[src/hw/rtl/spe_pkg.sv]
// shared constants, codes and types of the starfield projection engine
package spe_pkg;

    localparam int STAR_COUNT  = 512;
    localparam int DEPTH_MAX   = 32;
    localparam int DEPTH_FULL  = DEPTH_MAX * 256;

    localparam int STAR_ADDR_W = (STAR_COUNT > 1) ? $clog2(STAR_COUNT) : 1;
    localparam int Z_W         = $clog2(DEPTH_FULL + 1);
    localparam int STAR_IDX_W  = 9;
    localparam int COORD_W     = 6;
    localparam int RDEPTH_W    = 6;
    localparam int SAT_W       = 7;
    localparam int STEP_W      = 8;
    localparam int DIM_W       = 10;
    localparam int ORIGIN_W    = DIM_W - 1;
    localparam int DOT_W       = 3;
    localparam int SHADE_W     = 8;
    localparam int PROJ_SHIFT  = 15;
    localparam int PROD_W      = ORIGIN_W + Z_W;
    localparam int MAG_W       = (PROD_W > COORD_W + PROJ_SHIFT) ? PROD_W
                                                                 : COORD_W + PROJ_SHIFT;
    localparam int NUM_W       = MAG_W + 1;

    localparam int OUT_DEPTH   = 32;
    localparam int OUT_PTR_W   = $clog2(OUT_DEPTH);
    localparam int USED_W      = $clog2(OUT_DEPTH + 1);

    localparam logic CMD_INIT  = 1'b0;
    localparam logic CMD_STEP  = 1'b1;

    localparam int CFG_IDX_W   = 2;
    localparam logic [CFG_IDX_W-1:0] CFG_DEPTH_STEP    = 2'd0;
    localparam logic [CFG_IDX_W-1:0] CFG_SCREEN_WIDTH  = 2'd1;
    localparam logic [CFG_IDX_W-1:0] CFG_SCREEN_HEIGHT = 2'd2;

    localparam logic [STEP_W-1:0] DEPTH_STEP_RST    = 8'd49;
    localparam logic [DIM_W-1:0]  SCREEN_WIDTH_RST  = 10'd240;
    localparam logic [DIM_W-1:0]  SCREEN_HEIGHT_RST = 10'd320;

    typedef struct packed {
        logic signed [COORD_W-1:0] x;
        logic signed [COORD_W-1:0] y;
        logic [Z_W-1:0]            z;
    } t_star;

    typedef struct packed {
        logic                      valid;
        logic                      proj;
        logic signed [COORD_W-1:0] x;
        logic signed [COORD_W-1:0] y;
        logic [Z_W-1:0]            z;
    } t_star_upd;

    typedef struct packed {
        logic               visible;
        logic [DIM_W-1:0]   screen_x;
        logic [DIM_W-1:0]   screen_y;
        logic [DOT_W-1:0]   dot_size;
        logic [SHADE_W-1:0] grey_shade;
    } t_pixel;

endpackage

[src/hw/rtl/spe_divider.sv]
// pipelined restoring divider, one quotient bit per stage
module spe_divider import spe_pkg::*; (
    input  logic             i_clk,
    input  logic [MAG_W-1:0] i_dividend,
    input  logic [Z_W-1:0]   i_divisor,
    output logic [MAG_W-1:0] o_quotient
);

    logic [Z_W-1:0]   r_rem [MAG_W];
    logic [MAG_W-1:0] r_dq  [MAG_W];
    logic [Z_W-1:0]   r_dvs [MAG_W];

    for (genvar k = 0; k < MAG_W; k++) begin : g_stage
        logic [Z_W-1:0]   rem_in;
        logic [MAG_W-1:0] dq_in;
        logic [Z_W-1:0]   dvs_in;
        logic [Z_W:0]     trial;
        logic [Z_W:0]     diff;
        logic             take;

        if (k == 0) begin : g_first
            assign rem_in = '0;
            assign dq_in  = i_dividend;
            assign dvs_in = i_divisor;
        end else begin : g_next
            assign rem_in = r_rem[k-1];
            assign dq_in  = r_dq[k-1];
            assign dvs_in = r_dvs[k-1];
        end

        assign trial = {rem_in, dq_in[MAG_W-1]};
        assign diff  = trial - {1'b0, dvs_in};
        assign take  = !diff[Z_W];

        always_ff @(posedge i_clk) begin
            r_rem[k] <= take ? diff[Z_W-1:0] : trial[Z_W-1:0];
            r_dq[k]  <= {dq_in[MAG_W-2:0], take};
            r_dvs[k] <= dvs_in;
        end
    end

    assign o_quotient = r_dq[MAG_W-1];

endmodule

[config.mk]
export PLATFORM = sky130hd
export DESIGN_NAME = spe_divider
export DESIGN_NICKNAME = d
export VERILOG_FILES = /design/src/hw/rtl/spe_pkg.sv /design/src/hw/rtl/spe_divider.sv
export SDC_FILE = /design/constraint.sdc
export NUM_CORES = 2
export LEC_CHECK = 0
export BUFFER_PORTS_ARGS = -buffer_cell sky130_fd_sc_hd__buf_2
export CAP_MARGIN = 20
export CELL_PAD_IN_SITES_DETAIL_PLACEMENT = 0
export CELL_PAD_IN_SITES_GLOBAL_PLACEMENT = 2
export CORE_MARGIN = 3
export CORE_UTILIZATION = 28
export CTS_BUF_LIST = sky130_fd_sc_hd__clkbuf_8
export CTS_CLUSTER_SIZE = 12
export DETAILED_ROUTE_END_ITERATION = 16
export PLACE_DENSITY = 0.58
export SLEW_MARGIN = 20
export SYNTH_ARGS = -nofsm -noshare
export SYNTH_HDL_FRONTEND = slang
export SYNTH_SLANG_ARGS = --single-unit
[constraint.sdc]
create_clock -name i_clk -period 2.8 [get_ports i_clk]
set_input_delay 0 -clock i_clk [delete_from_list [all_inputs] [get_ports i_clk]]
set_output_delay 0 -clock i_clk [all_outputs]
set_load 0.01 [all_outputs]
* Word-level counts from Yosys, hierarchy flattened
Memory sizes are Yosys's and may differ from the RTL's. Index checks and enable logic that the tools add are counted. W data, S select, Z words.
Storage, ports and cells: register bits 0, memory bits (writable) 1173, bits of input ports 38, output and inout port bits 23, word-level logic and storage cells 72, memories 3
Operators by class: add/sub/neg operators 23, multiplexer cells 23, reductions and logical operators 23
Memory list:
- r_dq | depth 23, bits a word 23, rd ports 23, clocked after Yosys merged registers in 0, wr ports 23, RTL line spe_divider.sv:10 | logic [MAG_W-1:0] r_dq [MAG_W];
- r_dvs | depth 23, bits a word 14, rd ports 22, clocked after Yosys merged registers in 0, wr ports 23, RTL line spe_divider.sv:11 | logic [Z_W-1:0] r_dvs [MAG_W];
- r_rem | depth 23, bits a word 14, rd ports 22, clocked after Yosys merged registers in 0, wr ports 23, RTL line spe_divider.sv:9 | logic [Z_W-1:0] r_rem [MAG_W];
Operator list (count):
- $sub A15 B14 Y15 | 22
- $mux W14 | 23
- $logic_not A1 Y1 | 23
- $sub A1 B14 Y15 | 1

* Longest topological paths before layout
An unclocked memory read counts as a cell.
depth after elaboration 3, mapped depth 13, mapped depth without buffers 11

* Least setup slack after synthesis
Ideal clock, no wire load.
path kind flip-flop to flip-flop, start memory r_dq[1][22] (netlist name), end memory r_rem[1][20] (netlist name), setup time 0.121 ns, arrival time 2.760 ns, required time 2.679 ns, setup slack -0.081 ns, stages on the path, launching flop included 13, path buffers 1, period minus slack after synthesis 2.881 ns, cells stage by stage dfxtp_1 -> inv_1 -> ha_1 -> fa_1 -> nor2b_1 -> o21a_1 -> o21ai_1 -> a2111oi_2 -> o21ai_1 -> a21oi_1 -> xnor2_1 -> buf_2 -> mux2_2
RTL lines (RTL line):
- start, declared | spe_divider.sv:10
- end, declared | spe_divider.sv:9

==> results.sh <==
export IMPL_status="finished, violations left"
export IMPL_violations="setup timing"
export IMPL_yosys_area_top_type="dfxtp_1"
export IMPL_cts_sinks=1145
export IMPL_nets=4597
export IMPL_timing_rr_end="r_rem[0][77]"
export IMPL_htreeDepth=4
export IMPL_num_rows=139
export IMPL_synth_edf_count=0
export IMPL_drc_errors=0
export IMPL_crit_required_ns=3.56
export IMPL_dp_slack_ns=-0.280
export IMPL_path_cells="inv_1 -> ha_1 -> nor2b_2 -> o31a_1 -> a21oi_2 -> buf_4 -> nand4b_1 -> a31o_2 -> a21oi_4 -> xor2_2 -> buf_4 -> buf_12 -> mux2_4"
export IMPL_clock_path_buffers=3
export IMPL_dr_pass1_iters=5
export IMPL_dieArea_um2=150000
export IMPL_final_hold_viol_count=0
export IMPL_vias=25900
export IMPL_ant_nets=0
export IMPL_critPathLaunchType="flip-flop"
export IMPL_num_io_pins=61
export IMPL_grt_overflow=0
export IMPL_hold_slack_ns=0.215
export IMPL_fin_util_pct=36.6
export IMPL_synth_area_top_cells="dfxtp_1, ha_1, mux2_2, inv_1, a21oi_1"
export IMPL_max_slew_margin_pct=63.6
export IMPL_gp_congestion=0.745
export IMPL_endpoint_kind="flip-flop"
export IMPL_p_per_area_nw_per_um2=1330
export IMPL_synth_top_flop_cell="dfxtp_1"
export IMPL_grt_max_degree=30
export IMPL_clock_latency_ns=0.89
export IMPL_cpMostUsedCell="buf_4"
export IMPL_yosys_cell_types_count=70
export IMPL_seqCellArea_um2=23000
export IMPL_crit_path_max_incr_delay_ns=0.32
export IMPL_netlist_area_leader_share_pct=56.1
export IMPL_drv_slew=0
export IMPL_rsz0062_at_grt="true"
export IMPL_design_core_area_um2=144000
export IMPL_crit_path_top_delay_cell="dfxtp_2"
export IMPL_cts_root_buf="clkbuf_8"
export IMPL_fin_skew_ns=0.0429
export IMPL_peakVddDrop_uv=443
export IMPL_syn_area_um2=40800
export IMPL_cp_arrival_ns=3.58
export IMPL_reg2reg_from="r_dvs[0][58]"
export IMPL_synth_yosys_warnings=0
export IMPL_clk_pin_slew_ns=0.06
export IMPL_period_share_pct=101
export IMPL_hold_start="i_divisor[4]"
export IMPL_synthTopCellsByCount="dfxtp_1, inv_1, ha_1, a21oi_1, mux2_2"
export IMPL_drv_cap=0
export IMPL_grt_pass1_wl_um=135000
export IMPL_cts_tree="done"
export IMPL_worstSetupPathType="flip-flop to flip-flop"
export IMPL_holdPathStages=6
export IMPL_ys_seq_area_share_pct=56.1
export IMPL_reg2regPathDepth=13
export IMPL_worst_pin_slew_ns=0.540
export IMPL_numPortBuffers=60
export IMPL_ys_async_sr_fraction_pct=0
export IMPL_crit_fanout=7
export IMPL_chipHeight_um=388
export IMPL_period_needed_ns=2.82
export IMPL_drt_vias_per_instance=4.13
export IMPL_synth_most_common_cell="dfxtp_1"
export IMPL_hpwlAfterDp_um=58700
export IMPL_multi_input_area_um2=17900
export IMPL_synthCells=3600
export IMPL_antenna_found_initial=2
export IMPL_clock_fmax_ghz=0.354
export IMPL_setup_violations=7
export IMPL_grt_usage_pct=11.0
export IMPL_wl_per_cell_um=13.3
export IMPL_rrSetupSlack_ns=-0.02
export IMPL_first_iter_violations=663
export IMPL_min_path_type="primary input to flip-flop"
export IMPL_grt_pass1_vias=26800
export IMPL_postSynthAreaPerCell_um2=11.3
export IMPL_syn_to_final_growth_pct=29.2
export IMPL_drive_gt1_share_pct=26.2
export IMPL_finalWirelength_um=83800
export IMPL_cts_buffers=196
export IMPL_hold_end="r_dq[0][0]"
export IMPL_leakage_uw=0.0244
export IMPL_initial_utilization_pct=28.3
export IMPL_worst_slack_ns=-0.0245
export IMPL_yosys_register_bits=1145
export IMPL_nFillCells=14400
export IMPL_fp_dieW_um=388
[cell usage in the layout, fill, tap and decap left out, drive strengths merged, types with 75 or more instances in the layout]
cell type	synthesis	layout
mux2	229	229
nor2b	75	75
nand2	119	119
o21ai	156	156
inv	373	433
nor2	151	151
xor2	99	99
xnor2	125	125
a21o	102	102
dfxtp	1145	1145
ha	309	309
buf	24	374
a21oi	231	231
clkbuf	11	260
dlygate4sd3	0	75
[flip-flops by register name, indices dropped and copies added (netlist names)]
signal  flops
r_dvs     308
r_dq      529
r_rem     308
[report_power, final]
group          switching, µW  internal [µW]
Sequential              2160          21000
Combinational          13800          18000
Clock                   6580           8660
Total                  22500          47700
[cell families (layout without fill, tap and decap cells)]
kind of cell	Yosys count	count (layout)	share of synthesized area (%)
AND/OR/NAND/NOR	521	521	6.33
other	1	9	0.00918
adder cells (fa/ha/maj)	330	330	10.5
multiplexers	266	266	7.28
AO/OA/AOI/OAI	705	705	10.8
buffers and inverters	408	1179	3.91
XOR/XNOR	224	224	5.02
flip-flops	1145	1145	56.1
[cell type report]
class	count	area share, %
inverters	373	2.65
clock inverters	97	1.24
flip-flops and latches	1145	43.6
well taps	1903	4.51
multi-input cells	2052	34.0
diodes	3	0.0142
repair buffers	461	7.58
clock buffers	248	6.47
[worst max-delay path, delay by kind of cell, from the launching register on]
family                   cells  cell delay, ns
AO/OA/AOI/OAI                4            0.90
buffers and inverters        4            0.45
flip-flops                   1            0.32
multiplexers                 1            0.30
adder cells (fa/ha/maj)      1            0.29
AND/OR/NAND/NOR              2            0.27
XOR/XNOR                     1            0.18
[layer usage]
layer / share of wire, % / vias up / global-route usage, % / routed length (µm)
met3: 3.6 / 184 / 2.79 / 3040
met2: 49 / 330 / 18.8 / 40700
met1: 45 / 11900 / 13.1 / 37500
met4: 3.0 / 0 / 4.31 / 2510
li1: - / 13500 / - / -
met5: 0 / - / 0 / 0
[worst max-delay path by stage]
stage / startpoint / end / slack (ns) / cells past startpoint
after CTS: r_dq[1][22] / r_rem[1][19] / -0.15 / 13
final: r_dvs[0][58] / r_rem[0][77] / -0.02 / 13
after floorplan: r_dq[1][22] / r_rem[1][20] / 0.007 / 12
after global routing: r_dvs[0][58] / r_rem[0][81] / -0.15 / 13
after detailed placement: r_dq[1][183] / r_rem[2][8] / -0.28 / 13
after global placement: r_dq[1][183] / r_rem[2][2] / -0.23 / 13
[what timing repair did]
item	in CTS	in global routing
setup buffers	26	32
endpoints found under the hold margin	45	0
setup endpoints to repair	263	294
cloned	5	12
hold buffers	75	0
resized for setup	143	305
pin swaps	31	101
[per-stage QoR]
stage / TNS (ns) / power [µW] / instances / cell area, µm²
3_5_place_dp: -20.86 / 50300 / 5791 / 45500
3_3_place_gp: -19.26 / 50400 / 5791 / 45500
5_1_grt: -10.71 / 75700 / 6282 / 52800
6_report: -0.140 / 70200 / 6282 / 52800
2_1_floorplan: 0 / 42000 / 3605 / 40900
4_1_cts: -4.00 / 68400 / 6241 / 51200
No activity file was read; power rests on OpenSTA's default activity.
