--- config.mk ---
export PLATFORM = sky130hd
export DESIGN_NAME = spe_out_fifo_flat
export DESIGN_NICKNAME = d
export VERILOG_FILES = /design/src/hw/rtl/spe_pkg.sv /design/src/hw/rtl/spe_out_if.sv /design/src/hw/rtl/spe_out_fifo.sv /design/src/flat_wrapper.sv
export SDC_FILE = /design/constraint.sdc
export NUM_CORES = 1
export LEC_CHECK = 0
export BUFFER_PORTS_ARGS = -buffer_cell sky130_fd_sc_hd__buf_4
export CORE_MARGIN = 8
export CORE_UTILIZATION = 60
export DETAILED_ROUTE_END_ITERATION = 10
export GPL_ROUTABILITY_DRIVEN = 0
export HOLD_SLACK_MARGIN = 0.08
export PLACE_DENSITY = 0.86
export SYNTH_ARGS = -nofsm -noshare
export SYNTH_HDL_FRONTEND = slang
export SYNTH_SLANG_ARGS = --single-unit
--- constraint.sdc ---
create_clock -name i_clk -period 4.29 [get_ports i_clk]
set_input_delay 1.287 -clock i_clk [delete_from_list [all_inputs] [get_ports i_clk]]
set_output_delay 1.287 -clock i_clk [all_outputs]
set_load 0.01 [all_outputs]
--- src/hw/rtl/spe_pkg.sv ---
// shared constants, codes and types of the starfield projection engine
package spe_pkg;

    localparam int STAR_COUNT  = 512;
    localparam int DEPTH_MAX   = 32;
    localparam int DEPTH_FULL  = DEPTH_MAX * 256;

    localparam int STAR_ADDR_W = (STAR_COUNT > 1) ? $clog2(STAR_COUNT) : 1;
    localparam int Z_W         = $clog2(DEPTH_FULL + 1);
    localparam int STAR_IDX_W  = 9;
    localparam int COORD_W     = 6;
    localparam int RDEPTH_W    = 6;
    localparam int SAT_W       = 7;
    localparam int STEP_W      = 8;
    localparam int DIM_W       = 10;
    localparam int ORIGIN_W    = DIM_W - 1;
    localparam int DOT_W       = 3;
    localparam int SHADE_W     = 8;
    localparam int PROJ_SHIFT  = 15;
    localparam int PROD_W      = ORIGIN_W + Z_W;
    localparam int MAG_W       = (PROD_W > COORD_W + PROJ_SHIFT) ? PROD_W
                                                                 : COORD_W + PROJ_SHIFT;
    localparam int NUM_W       = MAG_W + 1;

    localparam int OUT_DEPTH   = 32;
    localparam int OUT_PTR_W   = $clog2(OUT_DEPTH);
    localparam int USED_W      = $clog2(OUT_DEPTH + 1);

    localparam logic CMD_INIT  = 1'b0;
    localparam logic CMD_STEP  = 1'b1;

    localparam int CFG_IDX_W   = 2;
    localparam logic [CFG_IDX_W-1:0] CFG_DEPTH_STEP    = 2'd0;
    localparam logic [CFG_IDX_W-1:0] CFG_SCREEN_WIDTH  = 2'd1;
    localparam logic [CFG_IDX_W-1:0] CFG_SCREEN_HEIGHT = 2'd2;

    localparam logic [STEP_W-1:0] DEPTH_STEP_RST    = 8'd49;
    localparam logic [DIM_W-1:0]  SCREEN_WIDTH_RST  = 10'd240;
    localparam logic [DIM_W-1:0]  SCREEN_HEIGHT_RST = 10'd320;

    typedef struct packed {
        logic signed [COORD_W-1:0] x;
        logic signed [COORD_W-1:0] y;
        logic [Z_W-1:0]            z;
    } t_star;

    typedef struct packed {
        logic                      valid;
        logic                      proj;
        logic signed [COORD_W-1:0] x;
        logic signed [COORD_W-1:0] y;
        logic [Z_W-1:0]            z;
    } t_star_upd;

    typedef struct packed {
        logic               visible;
        logic [DIM_W-1:0]   screen_x;
        logic [DIM_W-1:0]   screen_y;
        logic [DOT_W-1:0]   dot_size;
        logic [SHADE_W-1:0] grey_shade;
    } t_pixel;

endpackage

--- src/hw/rtl/spe_out_if.sv ---
// output channel carrying projected pixels
interface spe_out_if import spe_pkg::*; ();
    logic               valid;
    logic               ready;
    logic               visible;
    logic [DIM_W-1:0]   screen_x;
    logic [DIM_W-1:0]   screen_y;
    logic [DOT_W-1:0]   dot_size;
    logic [SHADE_W-1:0] grey_shade;

    modport source (
        output valid, visible, screen_x, screen_y, dot_size, grey_shade,
        input  ready
    );
    modport sink (
        input  valid, visible, screen_x, screen_y, dot_size, grey_shade,
        output ready
    );
endinterface

--- src/hw/rtl/spe_out_fifo.sv ---
// result queue in front of the output channel
module spe_out_fifo import spe_pkg::*; (
    input  logic           i_clk,
    input  logic           i_rst_n,
    input  logic           i_push,
    input  t_pixel         i_pixel,
    spe_out_if.source      o_pixel
);

    t_pixel                r_mem [OUT_DEPTH];
    logic [OUT_PTR_W-1:0]  r_wr_ptr;
    logic [OUT_PTR_W-1:0]  r_rd_ptr;
    logic [USED_W-1:0]     r_count;
    logic [USED_W-1:0]     n_count;
    logic                  pop;
    t_pixel                head;

    assign head               = r_mem[r_rd_ptr];
    assign o_pixel.valid      = r_count != '0;
    assign o_pixel.visible    = head.visible;
    assign o_pixel.screen_x   = head.screen_x;
    assign o_pixel.screen_y   = head.screen_y;
    assign o_pixel.dot_size   = head.dot_size;
    assign o_pixel.grey_shade = head.grey_shade;

    assign pop = o_pixel.valid && o_pixel.ready;

    always_comb begin
        n_count = r_count;
        if (i_push && !pop) begin
            n_count = r_count + 1'b1;
        end else if (!i_push && pop) begin
            n_count = r_count - 1'b1;
        end
    end

    always_ff @(posedge i_clk) begin
        if (i_push) begin
            r_mem[r_wr_ptr] <= i_pixel;
        end
    end

    always_ff @(posedge i_clk) begin
        if (!i_rst_n) begin
            r_wr_ptr <= '0;
            r_rd_ptr <= '0;
            r_count  <= '0;
        end else begin
            if (i_push) begin
                r_wr_ptr <= r_wr_ptr + 1'b1;
            end
            if (pop) begin
                r_rd_ptr <= r_rd_ptr + 1'b1;
            end
            r_count <= n_count;
        end
    end

endmodule

--- src/flat_wrapper.sv ---
// flat-port wrapper written by rule: the top's interface ports become plain ports
module spe_out_fifo_flat import spe_pkg::*;
  (i_clk, i_rst_n, i_push, i_pixel, o_pixel_valid, o_pixel_visible, o_pixel_screen_x, o_pixel_screen_y, o_pixel_dot_size, o_pixel_grey_shade, o_pixel_ready);
  spe_out_if o_pixel_i ();
  input  logic i_clk;
  input  logic i_rst_n;
  input  logic i_push;
  input  t_pixel i_pixel;
  output wire logic [$bits(o_pixel_i.valid)-1:0] o_pixel_valid;
  output wire logic [$bits(o_pixel_i.visible)-1:0] o_pixel_visible;
  output wire logic [$bits(o_pixel_i.screen_x)-1:0] o_pixel_screen_x;
  output wire logic [$bits(o_pixel_i.screen_y)-1:0] o_pixel_screen_y;
  output wire logic [$bits(o_pixel_i.dot_size)-1:0] o_pixel_dot_size;
  output wire logic [$bits(o_pixel_i.grey_shade)-1:0] o_pixel_grey_shade;
  input wire logic [$bits(o_pixel_i.ready)-1:0] o_pixel_ready;
  assign o_pixel_valid = o_pixel_i.valid;
  assign o_pixel_visible = o_pixel_i.visible;
  assign o_pixel_screen_x = o_pixel_i.screen_x;
  assign o_pixel_screen_y = o_pixel_i.screen_y;
  assign o_pixel_dot_size = o_pixel_i.dot_size;
  assign o_pixel_grey_shade = o_pixel_i.grey_shade;
  assign o_pixel_i.ready = o_pixel_ready;
  spe_out_fifo u_core (.i_clk(i_clk), .i_rst_n(i_rst_n), .i_push(i_push), .i_pixel(i_pixel), .o_pixel(o_pixel_i));
endmodule
==> After elaboration in Yosys (flattened, before gate mapping) <==
Memories as Yosys holds them, arrays and structs flattened. A register that Yosys moved wholly into a read port is not among the register bits.
Index checks and enable logic that the tools add are counted.
{ "totals": {"regBits": 16, "latch_bits": 0, "ramBits": 1024, "rom_bits": 0, "input_bits": 36, "output_inout_bits": 33, "wordCells": 21, "memories": 1} }
{ "memory_table": {"columns": ["name", "depth", "width", "read_ports", "rd_ports_with_merged_regs", "write_ports", "line", "source"], "rows": [
  ["u_core.r_mem", 32, 32, 1, 1, 1, "spe_out_fifo.sv:10", "t_pixel r_mem [OUT_DEPTH];"]
]} }
{ "classes": {"addsub": 4, "n_mul": 0, "div_mod_pow": 0, "magnitude_cmp": 0, "eq_ne": 0, "shifts": 0, "muxes": 6, "bitwise": 0, "reduce_logical": 7} }
{ "ops": {"columns": ["cell", "count"], "rows": [
  ["$mux W6", 2],
  ["$add A5 B1 Y5 const B", 2],
  ["$mux W5", 2],
  ["$add A6 B1 Y6 const B", 1],
  ["$reduce_bool A6 Y1", 1],
  ["$sub A6 B1 Y6 const B", 1],
  ["$logic_and A1 B1 Y1", 3],
  ["$logic_not A1 Y1", 2],
  ["$mux W1", 2],
  ["$reduce_bool A2 Y1", 1]
]} }

==> Longest topological paths before layout <==
Gate-level depths: netlist of the first run.
{ "logic_depth": {"word_depth": 5, "ltp_mapped": 9, "ltp_nobuf": 9} }

==> Least setup slack after synthesis of the first run <==
No wires, ideal clock.
{ "synth_timing": {"kind": "in2reg", "start": "in i_push", "end": "mem u_core.r_mem[15][0] (netlist name), enable pin", "arrival_time_ns": 3.202, "t_required_ns": 3.868, "path_slack_ns": 0.666, "cell_stages": 3, "n_path_buf": 1, "path_cell_list": "clkbuf_1 > nand2_1 > nor2_1"} }
{ "synth_between": {"elab_chain_cells": 2} }
{ "synth_rtl": {"columns": ["item", "line", "source"], "rows": [
  ["start, declared", "flat_wrapper.sv:7", "input logic i_push;"],
  ["$mux W1", "spe_out_fifo.sv:38", "if (i_push) begin"],
  ["$mux W1 (not written as such)", "spe_out_fifo.sv:39", "r_mem[r_wr_ptr] <= i_pixel;"],
  ["end, declared", "spe_out_fifo.sv:10", null]
]} }
Every way passes these cells.

==> results of run 1 <==
[sequential cells by signal, indices dropped and copies added (netlist names), named ones only]
signal           cells
u_core.r_wr_ptr      5
u_core.r_rd_ptr      5
u_core.r_count       6
u_core.r_mem      1024
[worst register-to-register path, cell delays in order, from the launching register on]
cell and delay [ps]:
dfxtp_1 360, or4_1 610, o21ai_1 420, ha_1 350
inv_1 160, ha_1 380, o21ai_0 150, or3_1 380
o211ai_1 130, mux2i_1 200
[metal layers]
layer  global-route usage  vias to the layer above  wire length [um]
li1                     -                     8767                 -
met1               0.3752                    11816             39000
met2               0.4805                     3047             59050
met3              0.09371                      731             20700
met4               0.1908                       18              9591
met5                    0                        -               135
[stage by stage]
| step | util | setup slack [ps] | total power [mW] | cells | hold WS [ps] |
|---|---|---|---|---|---|
| after floorplan | - | 665.9 | 13.40 | 2034 | 437.4 |
| after global placement | 0.6381 | 555.9 | 14.44 | 2936 | 448.4 |
| after detailed placement | 0.6381 | 522.3 | 14.54 | 2936 | 468.2 |
| after CTS | 0.6980 | -5.869 | 23.75 | 3149 | 475.7 |
| after global routing | 0.7076 | -412.5 | 24.94 | 3172 | 509.3 |
| final | 0.7078 | -454.1 | 24.59 | 3176 | 474.2 |
[placed cells by master, fill, tap and decap left out, types with 32 or more instances in the layout]
cell type and instances:
o21ai_0 56, nor2_4 35, mux2_2 192, clkbuf_16 112, o22ai_1 39, mux4_2 128
a22o_1 62, nor3_1 57, nor2b_1 67, edfxtp_1 1024, buf_4 129, buf_12 32
a211oi_1 57
[cells by family (layout without fill, tap and decap cells)]
family	after synthesis	after routing
XOR/XNOR	9	9
AO/OA/AOI/OAI	274	274
other	0	5
flip-flops	1045	1045
multiplexers	324	324
adder cells (fa/ha/maj)	11	11
buffers and inverters	123	387
AND/OR/NAND/NOR	248	248
[worst paths after layout]
| check | endpoint | cells after the start | from | slack [ps] |
|---|---|---|---|---|
| min | u_core.r_count[5] | 2 | u_core.r_count[5] | 470 |
| max reg2reg | u_core.r_count[5] | 9 | u_core.r_count[0] | 1090 |
| min reg2reg | u_core.r_count[5] | 2 | u_core.r_count[5] | 470 |
| max | o_pixel_screen_y[0] | 8 | flop | -450 |
[area by class of cell]
| class | count | area (um2) |
|---|---|---|
| Antenna cell | 5 | 12.51 |
| Clock buffer | 124 | 2694 |
| Clock inverter | 54 | 561.8 |
| Fill cell | 3316 | 19560 |
| Inverter | 4 | 15.01 |
| Multi-Input combinational cell | 866 | 9253 |
| Sequential cell | 1045 | 31180 |
| Tap cell | 873 | 1092 |
| Timing Repair Buffer | 205 | 2557 |
[power by group through the flow]
stage | sequential, mW | clock, mW | combinational [mW]
after floorplan | 11.6 | 0 | 1.83
after global placement | 11.6 | 0 | 2.85
after detailed placement | 11.6 | 0 | 2.94
after CTS | 11.4 | 8.84 | 3.53
after global routing | 11.4 | 9.37 | 4.17
final | 11.4 | 9.10 | 4.10
[what timing repair did]
item,4_1_cts,5_1_grt
setup buffers,24,13
resized for setup,57,59
endpoints found under the setup margin,31,31
cloned,11,11
pin swaps,3,10
==> impl_metrics.py, run 1 <==
metrics = {
    "logic_synthesis": {
        "synth_top_family_by_area": "multiplexers",
        "synth-xor-area-share": 0.001954,
        "synth-seq-area-share": 0.7728,
        "synth_area_per_cell_um2": 19.83,
        "synth_compound_area_frac": 0.04699,
        "synth-edff-count": 1024,
        "ys_warn_count": 0,
        "synth_area_leader_cell": "edfxtp_1",
        "async_reset_ff_frac": 0,
        "syn_nets": 2081,
        "synthTopCellsByArea": "edfxtp_1 (76%), mux4_2 (7.1%), mux2_2 (5.4%), a22o_1 (1.4%), a211oi_1 (1.2%)",
        "synth_flop_cell": "edfxtp_1",
        "synthesis.area_um2": 40340,
        "synthCells": 2034,
        "yosys.area_share.adder": 0.003598,
        "netlist_top_cells_count": "edfxtp_1 (1024), mux2_2 (192), mux4_2 (128)",
        "synth.top_cell.area_share": 0.7623,
        "yosys.area_share.simple": 0.03477,
        "ys_types": 46,
        "synth_mux_area_frac": 0.1261,
        "ys_ff_latch": 1045,
        "yosysMostFrequentCell": "edfxtp_1",
    },
    "sta": {
        "relSlewSlack": 0.2935,
        "finalCriticalPeriod_ps": 4744,
        "tns_ps": -1726,
        "finalHoldViolations": 0,
        "period_share": 1.106,
        "fin_ws_ps": -454.1,
        "max_freq_ghz": 0.2108,
        "rsz0062_at_grt": "yes",
        "worst_pin_slew_ps": 1052,
        "skew_ps": 29.43,
        "finalSetupViolCount": 25,
        "maxSlewViolCount": 0,
    },
    "hold_path": {
        "holdCritPathClass": "flop to flop",
    },
    "worst_setup_path": {
        "crit_family": "simple AND/OR/NAND/NOR gates",
        "crit_arrival_ps": 3460,
        "cp-end-kind": "output pin",
        "max_stage_delay_ps": 870,
        "worstPathMaxFanout": 31,
        "path_class": "flop to output pin",
        "path_cells": "buf_4 -> buf_16 -> nand2_2 -> buf_4 -> o22ai_2 -> nor3_1 -> or4_4 -> buf_4",
        "critPathRequiredTime_ps": 3000,
        "slowest_stage": "nor3_1",
        "critPathLaunchType": "flop",
        "cpMostUsedCell": "buf_4",
        "crit_buf_inv": 4,
    },
    "global_route": {
        "grt_usage": 0.3070,
        "grt_pass1_wl_um": 165000,
        "grt_start_max_net_pins": 55,
        "grt_pass1_vias": 23450,
        "antenna_found_initial": 11,
        "grt.overflow.total": 0,
    },
    "detailed_routing": {
        "vias_per_cell": 7.676,
        "wirelength_um": 128500,
        "vias": 24379,
        "drt_first_iter_violations": 5272,
        "drc": 0,
        "ant_nets": 0,
        "first_pass_iters": 6,
        "post_drt_wl_per_cell_um": 40.45,
    },
    "cts": {
        "cts-root-buf": "clkbuf_16",
        "cts_buffers": 97,
        "clk_latency_ps": 690,
        "clock-sinks": 1045,
        "cts_htree_levels": 3,
        "cts_tree": "built",
        "cts.path.max_buffers": 3,
        "holdBufCountCts": 0,
        "clk_transition_reported_paths_ps": 70,
    },
    "run": {
        "drv_cap": 0,
    },
    "outcome": {
        "status": "complete, but fails checks",
        "failed_checks": "setup timing",
    },
    "layout": {
        "fin_area_um2": 47370,
        "layout.nets": 2266,
        "drive_above_1_share": 0.3412,
        "areaGrowthSynthToFinish_pct": 17.43,
    },
    "floorplan": {
        "die_w_um": 275.3,
        "num_rows": 95,
        "dieArea_um2": 75780,
        "fp.dieH_um": 275.3,
        "initial_utilization": 0.6027,
        "io_pins": 69,
        "core_area_um2": 66920,
    },
    "pwr": {
        "p_clk_frac": 0.370,
        "seq_power_share": 0.463,
        "vdd_drop_max_mv": 0.3940,
        "switching_power_mw": 6.339,
        "pwr-share-comb": 0.167,
        "p_sw_frac": 0.2578,
        "leakage_nw": 14.89,
        "power.internal_mw": 18.25,
        "p_per_area_nw_per_um2": 519.2,
    },
    "placed_design": {
        "io_buffers": 68,
        "dpl.hpwl_um": 54160,
        "placed_area_um2": 42700,
    },
}
No activity file was read; power rests on OpenSTA's default activity.
==> run 2, diff against run 1 <==
--- a/config.mk
+++ b/config.mk
@@ -12,6 +12,8 @@
 export GPL_ROUTABILITY_DRIVEN = 0
 export HOLD_SLACK_MARGIN = 0.08
 export PLACE_DENSITY = 0.86
+export RECOVER_POWER = 50
+export SLEW_MARGIN = 10
 export SYNTH_ARGS = -nofsm -noshare
 export SYNTH_HDL_FRONTEND = slang
 export SYNTH_SLANG_ARGS = --single-unit
==> constraint.sdc (replaced) <==
create_clock -name i_clk -period 4.85 [get_ports i_clk]
set_input_delay 1.455 -clock i_clk [delete_from_list [all_inputs] [get_ports i_clk]]
set_output_delay 1.455 -clock i_clk [all_outputs]
set_load 0.01 [all_outputs]
==> run 2 against run 1 <==
The run ends with capacitance limit, slew limit left. Critical path depth fell by 1. Largest power group unchanged. Wire length fell by 19%. Sequential share of layout area rose by 2.6 points. Non-clock buffer count fell by 75. Largest cell class unchanged. Flip-flop and latch count did not move. Register-to-register slack improved by 340 ps.
==> impl_metrics.py, run 2 (same netlist as run 1, synthesis figures left out) <==
metrics = {
    "sta": {
        "worst_pin_slew_ps": 1598,
        "max_freq_ghz": 0.2118,
        "relSlewSlack": -0.06553,
        "tns_ps": 0,
        "finalSetupViolCount": 0,
        "rsz0062_at_grt": "no",
        "finalHoldViolations": 0,
        "period_share": 0.9735,
        "finalCriticalPeriod_ps": 4721,
        "skew_ps": 26.39,
        "whs_ps": 474.1,
        "fin_ws_ps": 128.7,
        "maxSlewViolCount": 99,
    },
    "floorplan": {
        "fp.dieH_um": 275.3,
        "initial_utilization": 0.6027,
        "core_area_um2": 66920,
        "io_pins": 69,
        "num_rows": 95,
        "dieArea_um2": 75780,
        "die_w_um": 275.3,
    },
    "pwr": {
        "p_per_area_nw_per_um2": 449.2,
        "leakage_nw": 14.03,
        "vdd_drop_max_mv": 0.3456,
    },
    "worst_setup_path": {
        "critPathLaunchType": "flop",
        "path_cells": "buf_12 -> mux2_2 -> o22ai_1 -> nor3_1 -> buf_4 -> or4_1 -> buf_4",
        "worstPathMaxFanout": 87,
        "cp-end-kind": "output pin",
        "critPathRequiredTime_ps": 3390,
        "max_stage_delay_ps": 620,
        "path_class": "flop to output pin",
        "cpMostUsedCell": "buf_4",
        "crit_family": "buffers and inverters",
        "crit_arrival_ps": 3270,
        "crit_buf_inv": 3,
        "slowest_stage": "dfxtp_4",
    },
    "detailed_routing": {
        "first_pass_iters": 5,
        "post_drt_wl_per_cell_um": 33.72,
        "ant_nets": 0,
        "vias_per_cell": 7.108,
        "drc": 0,
        "vias": 22005,
        "wirelength_um": 104400,
        "drt_first_iter_violations": 3332,
    },
    "global_route": {
        "grt_usage": 0.2739,
        "grt_start_max_net_pins": 88,
        "grt.overflow.total": 0,
        "grt_pass1_wl_um": 150400,
        "antenna_found_initial": 4,
        "grt_pass1_vias": 22385,
    },
    "cts": {
        "clock-sinks": 1045,
        "cts-root-buf": "clkbuf_16",
        "cts_buffers": 96,
        "cts_tree": "built",
        "holdBufCountCts": 0,
        "cts.path.max_buffers": 3,
        "clk_transition_reported_paths_ps": 60,
        "clk_latency_ps": 660,
        "cts_htree_levels": 3,
    },
    "layout": {
        "stdcell_count": 3096,
        "largest_reg_flops": 1024,
        "top_regs": "u_core.r_mem x1024, u_core.r_count x6",
        "largest-register": "u_core.r_mem",
        "layout_commonest_cell": "edfxtp_1",
        "areaGrowthSynthToFinish_pct": 12.92,
        "final_util": 0.6806,
        "drive_above_1_share": 0.2735,
        "final_cell_mix": "edfxtp_1 (1024), mux2_2 (192), mux4_2 (128)",
        "layout.nets": 2190,
    },
    "outcome": {
        "failed_checks": "capacitance limit, slew limit",
        "status": "complete, but fails checks",
    },
    "hold_path": {
        "holdCritPathClass": "flop to flop",
    },
    "placed_design": {
        "dpl.hpwl_um": 53110,
        "dpl_worst_slack_ps": 749.6,
        "io_buffers": 68,
        "dp.cells": 2917,
    },
    "run": {
        "drv_cap": 3,
    },
}
[run 2: what timing repair did]
action | in CTS | in global routing
buffers inserted | 0 | 1
hold endpoints to repair | 0 | 0
gates resized for setup | 0 | 2
setup endpoints to repair | 0 | 12
[run 2: final timing paths]
| path | startpoint | to | slack (ps) | depth (start not counted) |
|---|---|---|---|---|
| min | u_core.r_count[5] | u_core.r_count[5] | 470 | 2 |
| max reg2reg | u_core.r_count[0] | u_core.r_count[5] | 1430 | 9 |
| min reg2reg | u_core.r_count[5] | u_core.r_count[5] | 470 | 2 |
| max | flop | o_pixel_screen_x[6] | 130 | 7 |
[run 2: metal layers]
metal / up-vias / wire, um / share of wire / global-route usage
li1: 8584 / - / - / -
met4: 2 / 4563 / 0.044 / 0.1225
met2: 1964 / 51190 / 0.49 / 0.4525
met3: 321 / 12210 / 0.12 / 0.06201
met1: 11134 / 36440 / 0.35 / 0.3489
met5: - / 9 / 0.000086 / 0
[run 2: power by group]
| group | internal, mW | leakage (nW) | switching (mW) |
|---|---|---|---|
| registers | 10.0 | 9.40 | 0.0688 |
| logic | 1.13 | 3.07 | 1.52 |
| clock network | 4.39 | 1.56 | 3.35 |
[run 2: area by class of cell]
cell class	instances	area, um2
diodes	4	10.01
clock buffers	118	2579
clock inverters	56	630.6
fillers	3644	21370
inverters	4	15.01
multi-input cells	866	8876
flip-flops and latches	1045	31180
well taps	873	1092
repair buffers	130	1167
[run 2: worst register-to-register path, stage by stage, from the launching register on]
cell      delay, ps
dfxtp_1         370
or4_1           620
o21ai_0         590
ha_1            370
inv_1           150
ha_1            380
o21ai_0         150
or3_1           370
o211ai_1        120
mux2i_1         200
[run 2: per-stage QoR]
stage / cell area (um2) / power, mW
2_1_floorplan: 40340 / 11.86
3_3_place_gp: 42440 / 12.72
3_5_place_dp: 42440 / 12.82
4_1_cts: 45650 / 20.46
5_1_grt: 45540 / 20.94
6_report: 45550 / 20.46
